## src/sv/ccst_pkg.sv

```systemverilog
package ccst_pkg;

  // Table geometry
  localparam int unsigned Capacity = 64;
  localparam int unsigned IdxW     = (Capacity > 1) ? $clog2(Capacity) : 1;
  localparam int unsigned CntW     = $clog2(Capacity + 1);
  localparam int unsigned PosW     = 6;
  localparam int unsigned WideW    = (CntW > PosW) ? CntW : PosW;
  localparam int unsigned SuitW    = 3;
  localparam int unsigned NumW     = 4;
  localparam int unsigned EntryW   = SuitW + NumW;

  typedef logic [EntryW-1:0] entry_t;
  typedef logic [IdxW-1:0]   idx_t;
  typedef logic [CntW-1:0]   cnt_t;
  typedef logic [WideW-1:0]  wide_t;

  typedef enum logic [2:0] {
    ACT_INSERT   = 3'd0,
    ACT_REM_CARD = 3'd1,
    ACT_REM_NUM  = 3'd2,
    ACT_LOC_CARD = 3'd3,
    ACT_LOC_NUM  = 3'd4,
    ACT_PICKUP   = 3'd5
  } action_e;

  typedef enum logic [2:0] {
    STAT_DONE      = 3'd0,
    STAT_PRESENT   = 3'd1,
    STAT_NOT_FOUND = 3'd2,
    STAT_FULL      = 3'd3,
    STAT_EMPTY     = 3'd4
  } status_e;

  typedef enum logic [2:0] {
    ST_IDLE,
    ST_REDUCE,
    ST_SCAN,
    ST_CLOSE,
    ST_RESULT
  } state_e;

  // Commands broadcast from the sequencer to the row of cells
  typedef struct packed {
    logic   rotate;
    logic   close;
    idx_t   close_pos;
    logic   load_key;
    entry_t key;
  } cell_ctrl_t;

endpackage

```

## src/sv/ccst_cell.sv

```systemverilog
module ccst_cell (
  input  logic                   clk_i,
  input  ccst_pkg::idx_t         idx_i,
  input  ccst_pkg::cell_ctrl_t   ctrl_i,
  input  ccst_pkg::entry_t       nbr_i,
  output ccst_pkg::entry_t       entry_o
);

  ccst_pkg::entry_t entry_q;
  logic             load;

  // Take the neighbor on a rotate, or when closing a gap at or below this cell
  always_comb begin
    load = ctrl_i.rotate | (ctrl_i.close & (idx_i >= ctrl_i.close_pos));
  end

  always_ff @(posedge clk_i) begin
    if (load) begin
      entry_q <= nbr_i;
    end
  end

  assign entry_o = entry_q;

endmodule

```

## src/sv/ccst_ctrl.sv

```systemverilog
module ccst_ctrl (
  input  logic                   clk_i,
  input  logic                   rst_ni,
  input  logic                   in_valid_i,
  output logic                   in_stall_o,
  input  logic [2:0]             action_i,
  input  logic [2:0]             card_suit_i,
  input  logic [3:0]             card_number_i,
  input  logic [5:0]             position_i,
  output logic                   out_valid_o,
  input  logic                   out_stall_i,
  output logic [2:0]             status_o,
  output logic [5:0]             found_position_o,
  output logic [2:0]             out_suit_o,
  output logic [3:0]             out_number_o,
  input  ccst_pkg::entry_t       head_i,
  output ccst_pkg::cell_ctrl_t   cell_ctrl_o
);

  ccst_pkg::state_e  state_q, state_d;
  ccst_pkg::action_e act_q;
  ccst_pkg::entry_t  key_q;
  logic [5:0]        r_q;
  ccst_pkg::idx_t    j_q;
  logic              found_q, found_d;
  ccst_pkg::idx_t    pos_q;
  ccst_pkg::entry_t  card_q;
  ccst_pkg::cnt_t    count_q, count_d;

  logic              out_valid_q;
  ccst_pkg::status_e out_status_q;
  logic [5:0]        out_pos_q;
  ccst_pkg::entry_t  out_card_q;

  ccst_pkg::wide_t   r_w, cnt_w, j_w, pos_w, diff_w;
  logic              last_step, is_full, in_range, hit, accept, out_load, is_remove;
  logic              m_card, m_num;
  ccst_pkg::status_e res_status;
  logic [5:0]        res_pos;
  ccst_pkg::entry_t  res_card;

  // Common widened views
  always_comb begin
    r_w       = ccst_pkg::WideW'(r_q);
    cnt_w     = ccst_pkg::WideW'(count_q);
    j_w       = ccst_pkg::WideW'(j_q);
    pos_w     = ccst_pkg::WideW'(pos_q);
    diff_w    = r_w - cnt_w;
    last_step = (j_q == ccst_pkg::idx_t'(ccst_pkg::Capacity - 1));
    is_full   = (count_q == ccst_pkg::cnt_t'(ccst_pkg::Capacity));
    in_range  = (ccst_pkg::cnt_t'(j_q) < count_q);
    accept    = (state_q == ccst_pkg::ST_IDLE) & in_valid_i;
    is_remove = act_q inside {ccst_pkg::ACT_REM_CARD, ccst_pkg::ACT_REM_NUM};
  end

  // Compare the head entry (pickup: scan index) to the request
  always_comb begin
    m_card = (head_i == key_q);
    m_num  = (head_i[ccst_pkg::NumW-1:0] == key_q[ccst_pkg::NumW-1:0]);
    hit    = 1'b0;
    if ((state_q == ccst_pkg::ST_SCAN) && in_range && !found_q) begin
      case (act_q)
        ccst_pkg::ACT_INSERT,
        ccst_pkg::ACT_REM_CARD,
        ccst_pkg::ACT_LOC_CARD: hit = m_card;
        ccst_pkg::ACT_REM_NUM,
        ccst_pkg::ACT_LOC_NUM:  hit = m_num;
        ccst_pkg::ACT_PICKUP:   hit = (j_w == r_w);
        default:                hit = 1'b0;
      endcase
    end
    found_d = found_q | hit;
  end

  // Next state
  always_comb begin
    state_d = state_q;
    case (state_q)
      ccst_pkg::ST_IDLE: begin
        if (in_valid_i) begin
          if ((action_i == ccst_pkg::ACT_PICKUP) && (count_q != '0)) begin
            state_d = ccst_pkg::ST_REDUCE;
          end else begin
            state_d = ccst_pkg::ST_SCAN;
          end
        end
      end
      ccst_pkg::ST_REDUCE: begin
        if (r_w < cnt_w) begin
          state_d = ccst_pkg::ST_SCAN;
        end
      end
      ccst_pkg::ST_SCAN: begin
        if (last_step) begin
          state_d = (is_remove && found_d) ? ccst_pkg::ST_CLOSE : ccst_pkg::ST_RESULT;
        end
      end
      ccst_pkg::ST_CLOSE: begin
        state_d = ccst_pkg::ST_RESULT;
      end
      ccst_pkg::ST_RESULT: begin
        if (!out_valid_q || !out_stall_i) begin
          state_d = ccst_pkg::ST_IDLE;
        end
      end
      default: state_d = ccst_pkg::ST_IDLE;
    endcase
  end

  // Outputs of the sequencer
  always_comb begin
    in_stall_o            = (state_q != ccst_pkg::ST_IDLE);
    cell_ctrl_o.rotate    = (state_q == ccst_pkg::ST_SCAN);
    cell_ctrl_o.close     = (state_q == ccst_pkg::ST_CLOSE);
    cell_ctrl_o.close_pos = pos_q;
    cell_ctrl_o.load_key  = (state_q == ccst_pkg::ST_SCAN) && (act_q == ccst_pkg::ACT_INSERT)
                            && (ccst_pkg::cnt_t'(j_q) == count_q) && !found_q;
    cell_ctrl_o.key       = key_q;
    out_load              = (state_q == ccst_pkg::ST_RESULT) && (!out_valid_q || !out_stall_i);
  end

  // Build the result and the new fill count
  always_comb begin
    res_status = ccst_pkg::STAT_NOT_FOUND;
    res_pos    = '0;
    res_card   = '0;
    count_d    = count_q;
    case (act_q)
      ccst_pkg::ACT_INSERT: begin
        if (found_q) begin
          res_status = ccst_pkg::STAT_PRESENT;
          res_pos    = pos_w[5:0];
          res_card   = card_q;
        end else if (is_full) begin
          res_status = ccst_pkg::STAT_FULL;
        end else begin
          res_status = ccst_pkg::STAT_DONE;
          res_pos    = cnt_w[5:0];
          res_card   = key_q;
          count_d    = count_q + 1'b1;
        end
      end
      ccst_pkg::ACT_REM_CARD,
      ccst_pkg::ACT_REM_NUM: begin
        if (found_q) begin
          res_status = ccst_pkg::STAT_DONE;
          res_pos    = pos_w[5:0];
          res_card   = card_q;
          count_d    = count_q - 1'b1;
        end
      end
      ccst_pkg::ACT_LOC_CARD,
      ccst_pkg::ACT_LOC_NUM: begin
        if (found_q) begin
          res_status = ccst_pkg::STAT_DONE;
          res_pos    = pos_w[5:0];
          res_card   = card_q;
        end
      end
      ccst_pkg::ACT_PICKUP: begin
        if (count_q == '0) begin
          res_status = ccst_pkg::STAT_EMPTY;
        end else begin
          res_status = ccst_pkg::STAT_DONE;
          res_pos    = pos_w[5:0];
          res_card   = card_q;
        end
      end
      default: res_status = ccst_pkg::STAT_NOT_FOUND;
    endcase
  end

  // Control registers
  always_ff @(posedge clk_i or negedge rst_ni) begin
    if (!rst_ni) begin
      state_q     <= ccst_pkg::ST_IDLE;
      count_q     <= '0;
      out_valid_q <= 1'b0;
      found_q     <= 1'b0;
      j_q         <= '0;
    end else begin
      state_q <= state_d;
      if (accept) begin
        found_q <= 1'b0;
        j_q     <= '0;
      end else if (state_q == ccst_pkg::ST_SCAN) begin
        found_q <= found_d;
        j_q     <= j_q + 1'b1;
      end
      if (out_load) begin
        count_q     <= count_d;
        out_valid_q <= 1'b1;
      end else if (!out_stall_i) begin
        out_valid_q <= 1'b0;
      end
    end
  end

  // Request and result payload
  always_ff @(posedge clk_i) begin
    if (accept) begin
      act_q <= ccst_pkg::action_e'(action_i);
      key_q <= {card_suit_i, card_number_i};
      r_q   <= position_i;
    end else if ((state_q == ccst_pkg::ST_REDUCE) && (r_w >= cnt_w)) begin
      r_q <= diff_w[5:0];
    end
    if (hit) begin
      pos_q  <= j_q;
      card_q <= head_i;
    end
    if (out_load) begin
      out_status_q <= res_status;
      out_pos_q    <= res_pos;
      out_card_q   <= res_card;
    end
  end

  assign out_valid_o      = out_valid_q;
  assign status_o         = out_status_q;
  assign found_position_o = out_pos_q;
  assign out_suit_o       = out_card_q[ccst_pkg::EntryW-1:ccst_pkg::NumW];
  assign out_number_o     = out_card_q[ccst_pkg::NumW-1:0];

endmodule

```

## src/sv/compacting_card_set_table.sv

```systemverilog
// Operation: every request scans the whole row of cells before its result is registered;
//   a remove that finds its card adds a close step, and pickup on a non-empty list first
//   reduces its position modulo the count, one subtraction per cycle.
// Requests: one at a time; no new request is taken until the last result is registered;
//   the scan rotates the whole row of cells once and a stalled result holds off the next request.
// Reset: clears the fill count and the handshake state; cells are not cleared.
module compacting_card_set_table (
  input  logic       clk_i,
  input  logic       rst_ni,
  input  logic       in_valid_i,
  output logic       in_stall_o,
  input  logic [2:0] action_i,
  input  logic [2:0] card_suit_i,
  input  logic [3:0] card_number_i,
  input  logic [5:0] position_i,
  output logic       out_valid_o,
  input  logic       out_stall_i,
  output logic [2:0] status_o,
  output logic [5:0] found_position_o,
  output logic [2:0] out_suit_o,
  output logic [3:0] out_number_o
);

  ccst_pkg::cell_ctrl_t cell_ctrl;
  ccst_pkg::entry_t     cell_q [ccst_pkg::Capacity];
  ccst_pkg::entry_t     nbr    [ccst_pkg::Capacity];

  // Row of cells, each handing its entry to the one below
  for (genvar g = 0; g < ccst_pkg::Capacity; g++) begin : g_cell
    if (g == ccst_pkg::Capacity - 1) begin : g_tail
      // Recirculate the head, or drop the new card into the first free slot
      assign nbr[g] = cell_ctrl.load_key ? cell_ctrl.key : cell_q[0];
    end else begin : g_body
      assign nbr[g] = cell_q[g+1];
    end

    ccst_cell u_cell (
      .clk_i   (clk_i),
      .idx_i   (ccst_pkg::idx_t'(g)),
      .ctrl_i  (cell_ctrl),
      .nbr_i   (nbr[g]),
      .entry_o (cell_q[g])
    );
  end

  ccst_ctrl u_ctrl (
    .clk_i            (clk_i),
    .rst_ni           (rst_ni),
    .in_valid_i       (in_valid_i),
    .in_stall_o       (in_stall_o),
    .action_i         (action_i),
    .card_suit_i      (card_suit_i),
    .card_number_i    (card_number_i),
    .position_i       (position_i),
    .out_valid_o      (out_valid_o),
    .out_stall_i      (out_stall_i),
    .status_o         (status_o),
    .found_position_o (found_position_o),
    .out_suit_o       (out_suit_o),
    .out_number_o     (out_number_o),
    .head_i           (cell_q[0]),
    .cell_ctrl_o      (cell_ctrl)
  );

endmodule

```

## config.mk

```make
export PLATFORM = sky130hd
export DESIGN_NAME = compacting_card_set_table
export DESIGN_NICKNAME = d
export VERILOG_FILES = /design/src/sv/ccst_pkg.sv /design/src/sv/ccst_cell.sv /design/src/sv/ccst_ctrl.sv /design/src/sv/compacting_card_set_table.sv
export SDC_FILE = /design/constraint.sdc
export NUM_CORES = 1
export LEC_CHECK = 0
export BUFFER_PORTS_ARGS = -buffer_cell sky130_fd_sc_hd__buf_2
export CAP_MARGIN = 20
export CORE_MARGIN = 2
export CORE_UTILIZATION = 25
export CTS_CLUSTER_SIZE = 20
export DETAILED_ROUTE_END_ITERATION = 16
export PLACE_DENSITY = 0.45
export SYNTH_ARGS = -nofsm -noshare
export SYNTH_HDL_FRONTEND = slang
export SYNTH_HIERARCHICAL = 1
export SYNTH_SLANG_ARGS = --single-unit
```

## constraint.sdc

```tcl
create_clock -name clk_i -period 4.7 [get_ports clk_i]
set_input_delay 0.235 -clock clk_i [delete_from_list [all_inputs] [get_ports clk_i]]
set_output_delay 0.235 -clock clk_i [all_outputs]
set_load 0.1 [all_outputs]
```

==> qor.yml, run 1 <==
outcome:
  run_status: "finished clean"
die:
  initial_core_util_pct: 25.2
  core_region_area_um2: 107000
  die-width_um: 332
  core.rowCount: 120
  pin_count: 38
  fp.dieArea_um2: 110000
  fp.dieH_um: 332
detailed_routing:
  final_antenna_net_count: 0
  detail_route.vias_per_cell: 3.85
  drt_first_pass_iters: 5
  overall_via_count_from_detail_route: 15500
  routed_wl_um: 51300
  initialDrtViolationCount: 733
  route.detailed.wl_per_inst_um: 12.7
  remaining_routing_drc_violations: 0
synthesis:
  synthTopCellsByArea: "sky130_fd_sc_hd__edfxtp_1 55%, sky130_fd_sc_hd__ha_1 19%, sky130_fd_sc_hd__inv_1 5.6%, sky130_fd_sc_hd__nand2b_4 3.3%, sky130_fd_sc_hd__a21oi_1 2.6%"
  netlist.area_leader.share_pct: 55.0
  synth_async_sr_flop_share_pct: 3.52
  syn-instance-count: 2086
  synth.yosys.warnings: 6
  seq_area_frac_synth_pct: 56.7
  synth_largest_area_cell: "sky130_fd_sc_hd__edfxtp_1"
  synthDistinctLibCells: 56
  synth_top_flop_cell: "sky130_fd_sc_hd__edfxtp_1"
  syn-cell-area_um2: 26900
  synth-edff-count: 493
  synthesis.area_per_instance_um2: 12.9
  synth_cell_count_leaders: "493 x sky130_fd_sc_hd__edfxtp_1, 403 x sky130_fd_sc_hd__inv_1, 402 x sky130_fd_sc_hd__ha_1"
  synth-seq-cells: 511
  yosys.cell_count.top_type: "sky130_fd_sc_hd__edfxtp_1"
timing:
  grt_setup_unrepaired: "false"
  timing.final.setup_violations: 0
  number_of_max_slew_violations_in_the_final_report: 0
  period_minus_slack_ps: 2690
  worstMarginPinSlew_ps: 929
  postLayoutSetupSlackWorst_ps: 2010
  fin_tns_setup_ps: 0
  finalHoldViolCount: 0
  fin_crit_sh_pct: 57.3
  max-slew-margin-rel_pct: 38.0
  finClkSkew_ps: 23.4
  clock.fmax_mhz: 371
grt:
  wire_length_of_the_first_global_routing_pass_um: 83300
  globalRouteTotalUtil_pct: 9.52
  antenna_violations_before_repair: 0
  grt_start_max_net_pins: 66
  grt.overflow.total: 0
  via_count_of_the_first_global_routing_pass: 15400
placed_design:
  place.gp.congestion: 0.730
  port_bufs: 37
  placement.cell_area_um2: 30500
  place_worst_setup_slack_ps: 2000
  hpwl_um: 33700
critical_path:
  critPathArrivalTime_ps: 3190
  timing.critical_path.to_type: "flip-flop"
  critPathRequiredTime_ps: 5190
  timing.critical_path.from_type: "flip-flop"
  path_max_fanout: 12
  crit_type: "flip-flop to flip-flop"
clocking:
  cts-root-buf: "sky130_fd_sc_hd__clkbuf_16"
  tritoncts.num_buffers: 55
  clkLatencyLatePin_ps: 620
  cts.htree.levels: 2
  post_cts_setup_inserts: 0
  clock_path_buffers: 3
  clk_transition_reported_paths_ps: 60
  cts_num_sinks: 511
  cts_tree: "built"
layout:
  final_layout_size_suffix_gt1_share_pct: 8.28
  fin_area_um2: 32300
  area_growth_syn_to_layout_pct: 20.1
  n_fill_cell: 11000
  finish.net_count: 3014
  postLayoutCoreUtil_pct: 30.2
  antennaDiodeCount: 0
power_and_ir_drop:
  vdd_drop_max_uv: 408
  power_density_nw_per_um2: 446
  p_total_mw: 14.4
  static-leakage-power_nw: 14.0
min_path:
  worstHoldPathType: "input pin to flip-flop"
flow_run:
  maxCapViolations: 0
path summary, 6_finish.rpt:
path	startpoint	to	slack (ps)	cells past startpoint
hold reg to reg	g_cell[4].u_cell/entry_o[3]$_DFFE_PP_	g_cell[3].u_cell/entry_o[3]$_DFFE_PP_	410	0
max in group asynchronous	rst_ni	u_ctrl/cnt_w[0]$_DFFE_PN0P_	4280	2
setup reg to reg	u_ctrl/act_q[1]$_DFFE_PP_	u_ctrl/cnt_w[5]$_DFFE_PN0P_	2010	9
hold / removal	in_valid_i	u_ctrl/found_q$_DFFE_PN0P_	60	4
min in group asynchronous	rst_ni	u_ctrl/state_q[2]$_DFFE_PN0P_	90	2
setup / recovery	u_ctrl/act_q[1]$_DFFE_PP_	u_ctrl/cnt_w[5]$_DFFE_PN0P_	2010	9
worst max-delay path: stages, from the launching register on:
cell,delay [ps]
sky130_fd_sc_hd__edfxtp_1,570
sky130_fd_sc_hd__xnor2_1,220
sky130_fd_sc_hd__nor2_1,490
sky130_fd_sc_hd__ha_1,340
sky130_fd_sc_hd__a21o_1,180
sky130_fd_sc_hd__a21oi_1,240
sky130_fd_sc_hd__o21bai_1,110
sky130_fd_sc_hd__a21oi_1,180
sky130_fd_sc_hd__xor2_1,170
sky130_fd_sc_hd__o21ai_1,70
cell families (layout without fill, tap and decap cells):
family,after synthesis,count (layout),share of synthesized area (%)
flip-flops,511,511,56.7
buffers and inverters,414,580,5.84
adder cells (fa/ha/maj),404,404,18.8
XOR/XNOR,29,29,0.944
multiplexers,10,10,0.512
AO/OA/AOI/OAI,388,388,9.50
other,2,384,0.0279
AND/OR/NAND/NOR,328,328,7.64
metrics by stage:
step / hold slack (ps) / std cells
5_1_grt: 34.6 / 4037
2_1_floorplan: -60.6 / 2468
4_1_cts: 2.00 / 4037
3_3_place_gp: 226 / 3918
6_report: 55.6 / 4037
3_5_place_dp: 221 / 3918
cell usage in the layout (no fill, tap or decap), types with 9 or more instances in the layout:
cell type,Yosys,routed
sky130_fd_sc_hd__buf_2,4,37
sky130_fd_sc_hd__ha_1,402,402
sky130_fd_sc_hd__clkbuf_1,5,9
sky130_fd_sc_hd__xor2_1,21,21
sky130_fd_sc_hd__clkinv_2,0,12
sky130_fd_sc_hd__a21o_1,66,66
sky130_fd_sc_hd__dlygate4sd3_1,0,18
sky130_fd_sc_hd__clkbuf_16,0,55
sky130_fd_sc_hd__clkinv_1,0,13
sky130_fd_sc_hd__dfrtp_1,18,18
sky130_fd_sc_hd__nand2_1,82,82
sky130_fd_sc_hd__o21ai_0,71,71
sky130_fd_sc_hd__edfxtp_1,493,493
sky130_fd_sc_hd__a21oi_1,142,142
sky130_fd_sc_hd__buf_4,1,17
sky130_fd_sc_hd__nor2_1,84,83
sky130_fd_sc_hd__nand2b_4,64,64
sky130_fd_sc_hd__a221o_1,64,64
sky130_fd_sc_hd__conb_1,2,384
sky130_fd_sc_hd__nand3_1,69,69
sky130_fd_sc_hd__inv_1,403,403
sky130_fd_sc_hd__a22o_1,13,13
final cells by class:
type                    instances  area [µm²]  area share, %
flip-flops and latches        511       15300           47.2
multi-input cells            1543       11500           35.7
well taps                    1403        1760           5.43
inverters                     403        1510           4.68
clock buffers                  64        1410           4.36
repair buffers                 76         573           1.77
clock inverters                37         260          0.806
registers in the layout, summed over array words and instances (netlist names), 7 cells and up:
signal and flops:
u_ctrl/cnt_w 7, g_cell.u_cell/entry_o 448, u_ctrl/card_q 7, u_ctrl/out_card_q 7, u_ctrl/key_q 7
timing repair:
item,in CTS,in global routing
hold buffers,18,0
endpoints found under the hold margin,37,0
resized for setup,0,0
power by group:
part | internal (mW) | switching [mW] | leakage, nW | total, mW
Combinational | 0.868 | 2.08 | 8.86 | 2.95
Clock | 2.22 | 1.81 | 0.824 | 4.03
Sequential | 6.97 | 0.464 | 4.30 | 7.43
routing by layer:
metal / share of wire (%) / global-route usage (%)
met5: 0 / 0
met4: 2.4 / 2.64
met3: 2.5 / 1.45
met2: 46 / 15.9
met1: 49 / 12.8
No activity file was read; power rests on OpenSTA's default activity.
==> inputs of run 2 (changes only) <==
--- a/config.mk
+++ b/config.mk
@@ -11,7 +11,7 @@
 export CORE_UTILIZATION = 25
 export CTS_CLUSTER_SIZE = 20
 export DETAILED_ROUTE_END_ITERATION = 16
-export PLACE_DENSITY = 0.45
+export PLACE_DENSITY = 0.46
 export SYNTH_ARGS = -nofsm -noshare
 export SYNTH_HDL_FRONTEND = slang
 export SYNTH_HIERARCHICAL = 1
==> constraint.sdc (replaced) <==
create_clock -name clk_i -period 2.4 [get_ports clk_i]
set_input_delay 0.12 -clock clk_i [delete_from_list [all_inputs] [get_ports clk_i]]
set_output_delay 0.12 -clock clk_i [all_outputs]
set_load 0.1 [all_outputs]
==> qor.yml, run 2 (synthesis gave the netlist of run 1 again) <==
clocking:
  clk_transition_reported_paths_ps: 60
  clock_path_buffers: 3
  tritoncts.num_buffers: 56
  cts-root-buf: "sky130_fd_sc_hd__clkbuf_16"
  clkLatencyLatePin_ps: 630
  cts_num_sinks: 511
  cts.htree.levels: 2
  cts_tree: "built"
timing:
  postLayoutSetupSlackWorst_ps: 94.0
  max-slew-margin-rel_pct: 34.3
  fin_crit_sh_pct: 96.1
  finClkSkew_ps: 30.7
  period_minus_slack_ps: 2310
  hold_ws_ps: 56.5
  clock.fmax_mhz: 434
  finalHoldViolCount: 0
  timing.final.setup_violations: 0
  number_of_max_slew_violations_in_the_final_report: 0
  worstMarginPinSlew_ps: 982
flow_run:
  maxCapViolations: 0
detailed_routing:
  drt_first_pass_iters: 5
  initialDrtViolationCount: 727
  route.detailed.wl_per_inst_um: 12.4
  routed_wl_um: 50700
  overall_via_count_from_detail_route: 15700
  remaining_routing_drc_violations: 0
  detail_route.vias_per_cell: 3.85
  final_antenna_net_count: 0
placed_design:
  post_placement_cell_count: 3956
  port_bufs: 37
  place_worst_setup_slack_ps: 91.4
  place.gp.congestion: 0.749
  placement.cell_area_um2: 31000
  hpwl_um: 34000
critical_path:
  timing.critical_path.from_type: "flip-flop"
  path_max_fanout: 4
  path_cells: "ha_1 > nor2b_1 > o31ai_2 > or4b_4 > a31oi_4 > o2111ai_2 > o211ai_1"
  crit_type: "flip-flop to flip-flop"
  ff2ff_setup_slack_ps: 90
  critical-path-slowest-cell: "sky130_fd_sc_hd__or4b_4"
  rr_endpoint: "u_ctrl/state_q[1]$_DFFE_PN0P_"
  cp-endpoint: "u_ctrl/state_q[1]$_DFFE_PN0P_"
  r2r.worst_path.cells: 7
  crit_path_max_incr_delay_ps: 520
  critPathArrivalTime_ps: 2850
  critPathRequiredTime_ps: 2950
  critical_path.startpoint: "u_ctrl/r_q[1]$_DFFE_PP_"
  reg2reg_from: "u_ctrl/r_q[1]$_DFFE_PP_"
  timing.critical_path.to_type: "flip-flop"
grt:
  grt.overflow.total: 0
  wire_length_of_the_first_global_routing_pass_um: 82800
  globalRouteTotalUtil_pct: 9.37
  antenna_violations_before_repair: 0
  via_count_of_the_first_global_routing_pass: 15300
  grt_start_max_net_pins: 45
layout:
  leading_cell_types_in_the_layout_fill_and_taps_excluded: "493 x sky130_fd_sc_hd__edfxtp_1, 403 x sky130_fd_sc_hd__inv_1, 402 x sky130_fd_sc_hd__ha_1, 384 x sky130_fd_sc_hd__conb_1, 142 x sky130_fd_sc_hd__a21oi_1"
  n_fill_cell: 10900
  finish.net_count: 3056
  layout_commonest_cell: "sky130_fd_sc_hd__edfxtp_1"
  multi_input_comb_area_um2: 11600
  antennaDiodeCount: 0
  final_layout_size_suffix_gt1_share_pct: 10.1
  largest_register_ff_count: 448
  area_growth_syn_to_layout_pct: 22.9
  layout.area.seq_um2: 15300
  layout.cells.non_filler: 4081
  fin_area_um2: 33100
min_path:
  worstHoldPathType: "input pin to flip-flop"
die:
  core_region_area_um2: 107000
  die-width_um: 332
  pin_count: 38
  fp.dieH_um: 332
  initial_core_util_pct: 25.2
  fp.dieArea_um2: 110000
  core.rowCount: 120
power_and_ir_drop:
  power_density_nw_per_um2: 891
  vdd_drop_max_uv: 633
  static-leakage-power_nw: 14.3
outcome:
  run_status: "finished clean"
-- run 2: changes by cell type in the layout (fill, tap and decap cells not counted), sizes merged --
cell	before	now
buf	58	97
clkinv	30	21
bufinv	1	6
clkinvlp	1	5
clkbuf	64	67
dlygate4sd3	18	20
-- run 2: area by class of cell --
type | instances | area share (%)
sequential | 511 | 46.1
timing repair buffer | 117 | 3.40
clock inverter | 37 | 1.17
tap | 1403 | 5.31
inverter | 403 | 4.58
multi-input combinational | 1543 | 35.0
clock buffer | 67 | 4.42
-- run 2: worst max-delay path, delay by kind of cell (launching register included) --
family          cells  cell delay (ps)
compound gates      4              850
fa+ha+maj           1              310
flops               1              390
simple gates        2              670
-- run 2: worst min path at each step --
stage	start	to	slack (ps)	depth (start not counted)
2_1_floorplan	rst_ni	u_ctrl/cnt_w[0]$_DFFE_PN0P_	-180	0
3_3_place_gp	rst_ni	u_ctrl/out_valid_o$_DFFE_PN0P_	130	1
3_5_place_dp	rst_ni	u_ctrl/out_valid_o$_DFFE_PN0P_	130	1
4_1_cts	in_valid_i	u_ctrl/found_q$_DFFE_PN0P_	10	5
5_1_grt	in_valid_i	u_ctrl/found_q$_DFFE_PN0P_	70	5
6_report	in_valid_i	u_ctrl/found_q$_DFFE_PN0P_	60	5
-- run 2: power breakdown --
part / switching, mW / internal (mW) / total [mW]
clock: 3.61 / 5.02 / 8.63
combinational: 4.30 / 2.07 / 6.37
sequential: 0.821 / 13.6 / 14.5
total: 8.73 / 20.7 / 29.5
-- run 2: what timing repair did --
item	CTS	global route
setup endpoints to repair	0	3
hold buffers	20	0
gates resized for setup	0	6
setup buffers	0	1
hold endpoints to repair	38	0
-- run 2: stage by stage --
stage	setup TNS [ps]	total power, mW	utilization (%)
after floorplan	-117160	18.6	-
after global placement	0	21.0	29.0
after detailed placement	0	21.0	29.0
after CTS	0	29.9	30.9
after global routing	-10.6	31.1	30.9
final	0	29.5	30.9
-- run 2: per-layer routing --
metal / vias up / track usage (%) / wire (µm)
li1: 8203 / - / -
met1: 7307 / 13.0 / 25300
met2: 142 / 15.1 / 22900
met3: 73 / 1.63 / 1600
met4: 0 / 2.24 / 952
met5: - / 0 / 0
==> inputs of run 3 (changes only) <==
--- a/config.mk
+++ b/config.mk
@@ -6,12 +6,11 @@
 export NUM_CORES = 1
 export LEC_CHECK = 0
 export BUFFER_PORTS_ARGS = -buffer_cell sky130_fd_sc_hd__buf_2
-export CAP_MARGIN = 20
 export CORE_MARGIN = 2
 export CORE_UTILIZATION = 25
 export CTS_CLUSTER_SIZE = 20
 export DETAILED_ROUTE_END_ITERATION = 16
-export PLACE_DENSITY = 0.46
+export PLACE_DENSITY = 0.45
 export SYNTH_ARGS = -nofsm -noshare
 export SYNTH_HDL_FRONTEND = slang
 export SYNTH_HIERARCHICAL = 1
==> constraint.sdc (replaced) <==
create_clock -name clk_i -period 3 [get_ports clk_i]
set_input_delay 0.15 -clock clk_i [delete_from_list [all_inputs] [get_ports clk_i]]
set_output_delay 0.15 -clock clk_i [all_outputs]
set_load 0.1 [all_outputs]
==> qor.yml, run 3 (synthesis gave the netlist of run 1 again) <==
timing:
  finClkSkew_ps: 14.1
  number_of_max_slew_violations_in_the_final_report: 0
  grt_setup_unrepaired: "false"
  fin_crit_sh_pct: 78.7
  clock.fmax_mhz: 423
  max-slew-margin-rel_pct: 37.9
  timing.final.setup_violations: 0
  worstMarginPinSlew_ps: 929
  fin_tns_setup_ps: 0
  finalHoldViolCount: 0
  period_minus_slack_ps: 2360
critical_path:
  path_cells: "ha_1 > nor2b_1 > o31ai_2 > or4b_1 > a31oi_1 > o2111ai_1 > o211ai_1"
  worst_path_buf_inv: 0
  critical-path-slowest-cell: "sky130_fd_sc_hd__or4b_1"
  path_max_fanout: 4
  total_number_of_cells_along_the_worst_setup_path: 7
  critPathTopFamily: "compound AO/OA/AOI/OAI gates"
  crit_type: "flip-flop to flip-flop"
  critPathRequiredTime_ps: 3530
  crit_path_max_incr_delay_ps: 470
  r2r.worst_path.cells: 7
  timing.critical_path.to_type: "flip-flop"
  critPathArrivalTime_ps: 2890
  timing.critical_path.from_type: "flip-flop"
detailed_routing:
  routed_wl_um: 51700
  drt_first_pass_iters: 6
  route.detailed.wl_per_inst_um: 12.8
  detail_route.vias_per_cell: 3.87
  initialDrtViolationCount: 508
  remaining_routing_drc_violations: 0
  final_antenna_net_count: 0
  overall_via_count_from_detail_route: 15700
layout:
  antennaDiodeCount: 0
  n_fill_cell: 10800
  layout_commonest_cell: "sky130_fd_sc_hd__edfxtp_1"
  layout.cells.non_filler: 4052
  leading_cell_types_in_the_layout_fill_and_taps_excluded: "493 x sky130_fd_sc_hd__edfxtp_1, 403 x sky130_fd_sc_hd__inv_1, 402 x sky130_fd_sc_hd__ha_1, 384 x sky130_fd_sc_hd__conb_1, 142 x sky130_fd_sc_hd__a21oi_1"
  finish.net_count: 3030
  area_growth_syn_to_layout_pct: 21.2
  final_layout_size_suffix_gt1_share_pct: 8.83
  postLayoutCoreUtil_pct: 30.5
  largest_register_ff_count: 448
clocking:
  cts-resized-gates: 0
  clk_transition_reported_paths_ps: 60
  clock_path_buffers: 3
  cts-root-buf: "sky130_fd_sc_hd__clkbuf_16"
  cts_hold_buf: 20
  cts.htree.levels: 2
  tritoncts.num_buffers: 53
  cts_tree: "built"
  cts_num_sinks: 511
  post_cts_setup_inserts: 0
  clkLatencyLatePin_ps: 610
min_path:
  min_delay_path_depth: 2
  worstHoldPathType: "input pin to flip-flop"
placed_design:
  place.gp.congestion: 0.716
  hpwl_um: 34100
  post_placement_cell_count: 3934
  port_bufs: 37
power_and_ir_drop:
  static-leakage-power_nw: 14.1
  p_total_mw: 22.8
  vdd_drop_max_uv: 631
  power_density_nw_per_um2: 698
flow_run:
  maxCapViolations: 0
grt:
  via_count_of_the_first_global_routing_pass: 15400
  wire_length_of_the_first_global_routing_pass_um: 84200
  grt_start_max_net_pins: 61
  grt.overflow.total: 0
  antenna_violations_before_repair: 0
  globalRouteTotalUtil_pct: 9.59
die:
  pin_count: 38
  core_region_area_um2: 107000
  die-width_um: 332
  fp.dieArea_um2: 110000
  initial_core_util_pct: 25.2
  core.rowCount: 120
  fp.dieH_um: 332
outcome:
  run_status: "finished clean"
-- run 3: cell type report --
type | instances | area (µm²) | area share [%]
Timing Repair Buffer | 94 | 863 | 2.65
Clock inverter | 37 | 350 | 1.07
Tap cell | 1403 | 1760 | 5.38
Multi-Input combinational cell | 1543 | 11500 | 35.3
Sequential cell | 511 | 15300 | 46.8
Inverter | 403 | 1510 | 4.64
Clock buffer | 61 | 1360 | 4.16
-- run 3: final timing paths --
kind / slack [ps] / from / to
max in group asynchronous: 1680 / rst_ni / u_ctrl/j_q[0]$_DFFE_PN0P_
worst min register to register: 410 / g_cell[28].u_cell/entry_o[0]$_DFFE_PP_ / g_cell[27].u_cell/entry_o[0]$_DFFE_PP_
min in group asynchronous: 740 / rst_ni / u_ctrl/state_q[0]$_DFFE_PN0P_
worst max-delay path: 640 / u_ctrl/r_q[1]$_DFFE_PP_ / u_ctrl/state_q[0]$_DFFE_PN0P_
worst min-delay path: 240 / card_number_i[1] / u_ctrl/key_q[1]$_DFFE_PP_
worst max register to register: 640 / u_ctrl/r_q[1]$_DFFE_PP_ / u_ctrl/state_q[0]$_DFFE_PN0P_
-- run 3: metrics by stage --
stage	area, µm²	hold WS (ps)	setup WS, ps
global route	32600	216	435
floorplan	28300	-146	146
detailed placement	30700	133	635
finish	32600	241	639
CTS	32600	191	631
global placement	30700	150	712
-- run 3: per-layer routing --
metal,track usage [%],wire [µm]
met1,13.2,25500
met2,15.7,23600
met3,1.47,1550
met4,2.47,1100
met5,0,0
-- run 3: report_power, final --
group          internal, mW  switching (mW)  total, mW
Sequential             10.9           0.637       11.6
Combinational          1.44            3.32       4.77
Clock                  3.69            2.78       6.46
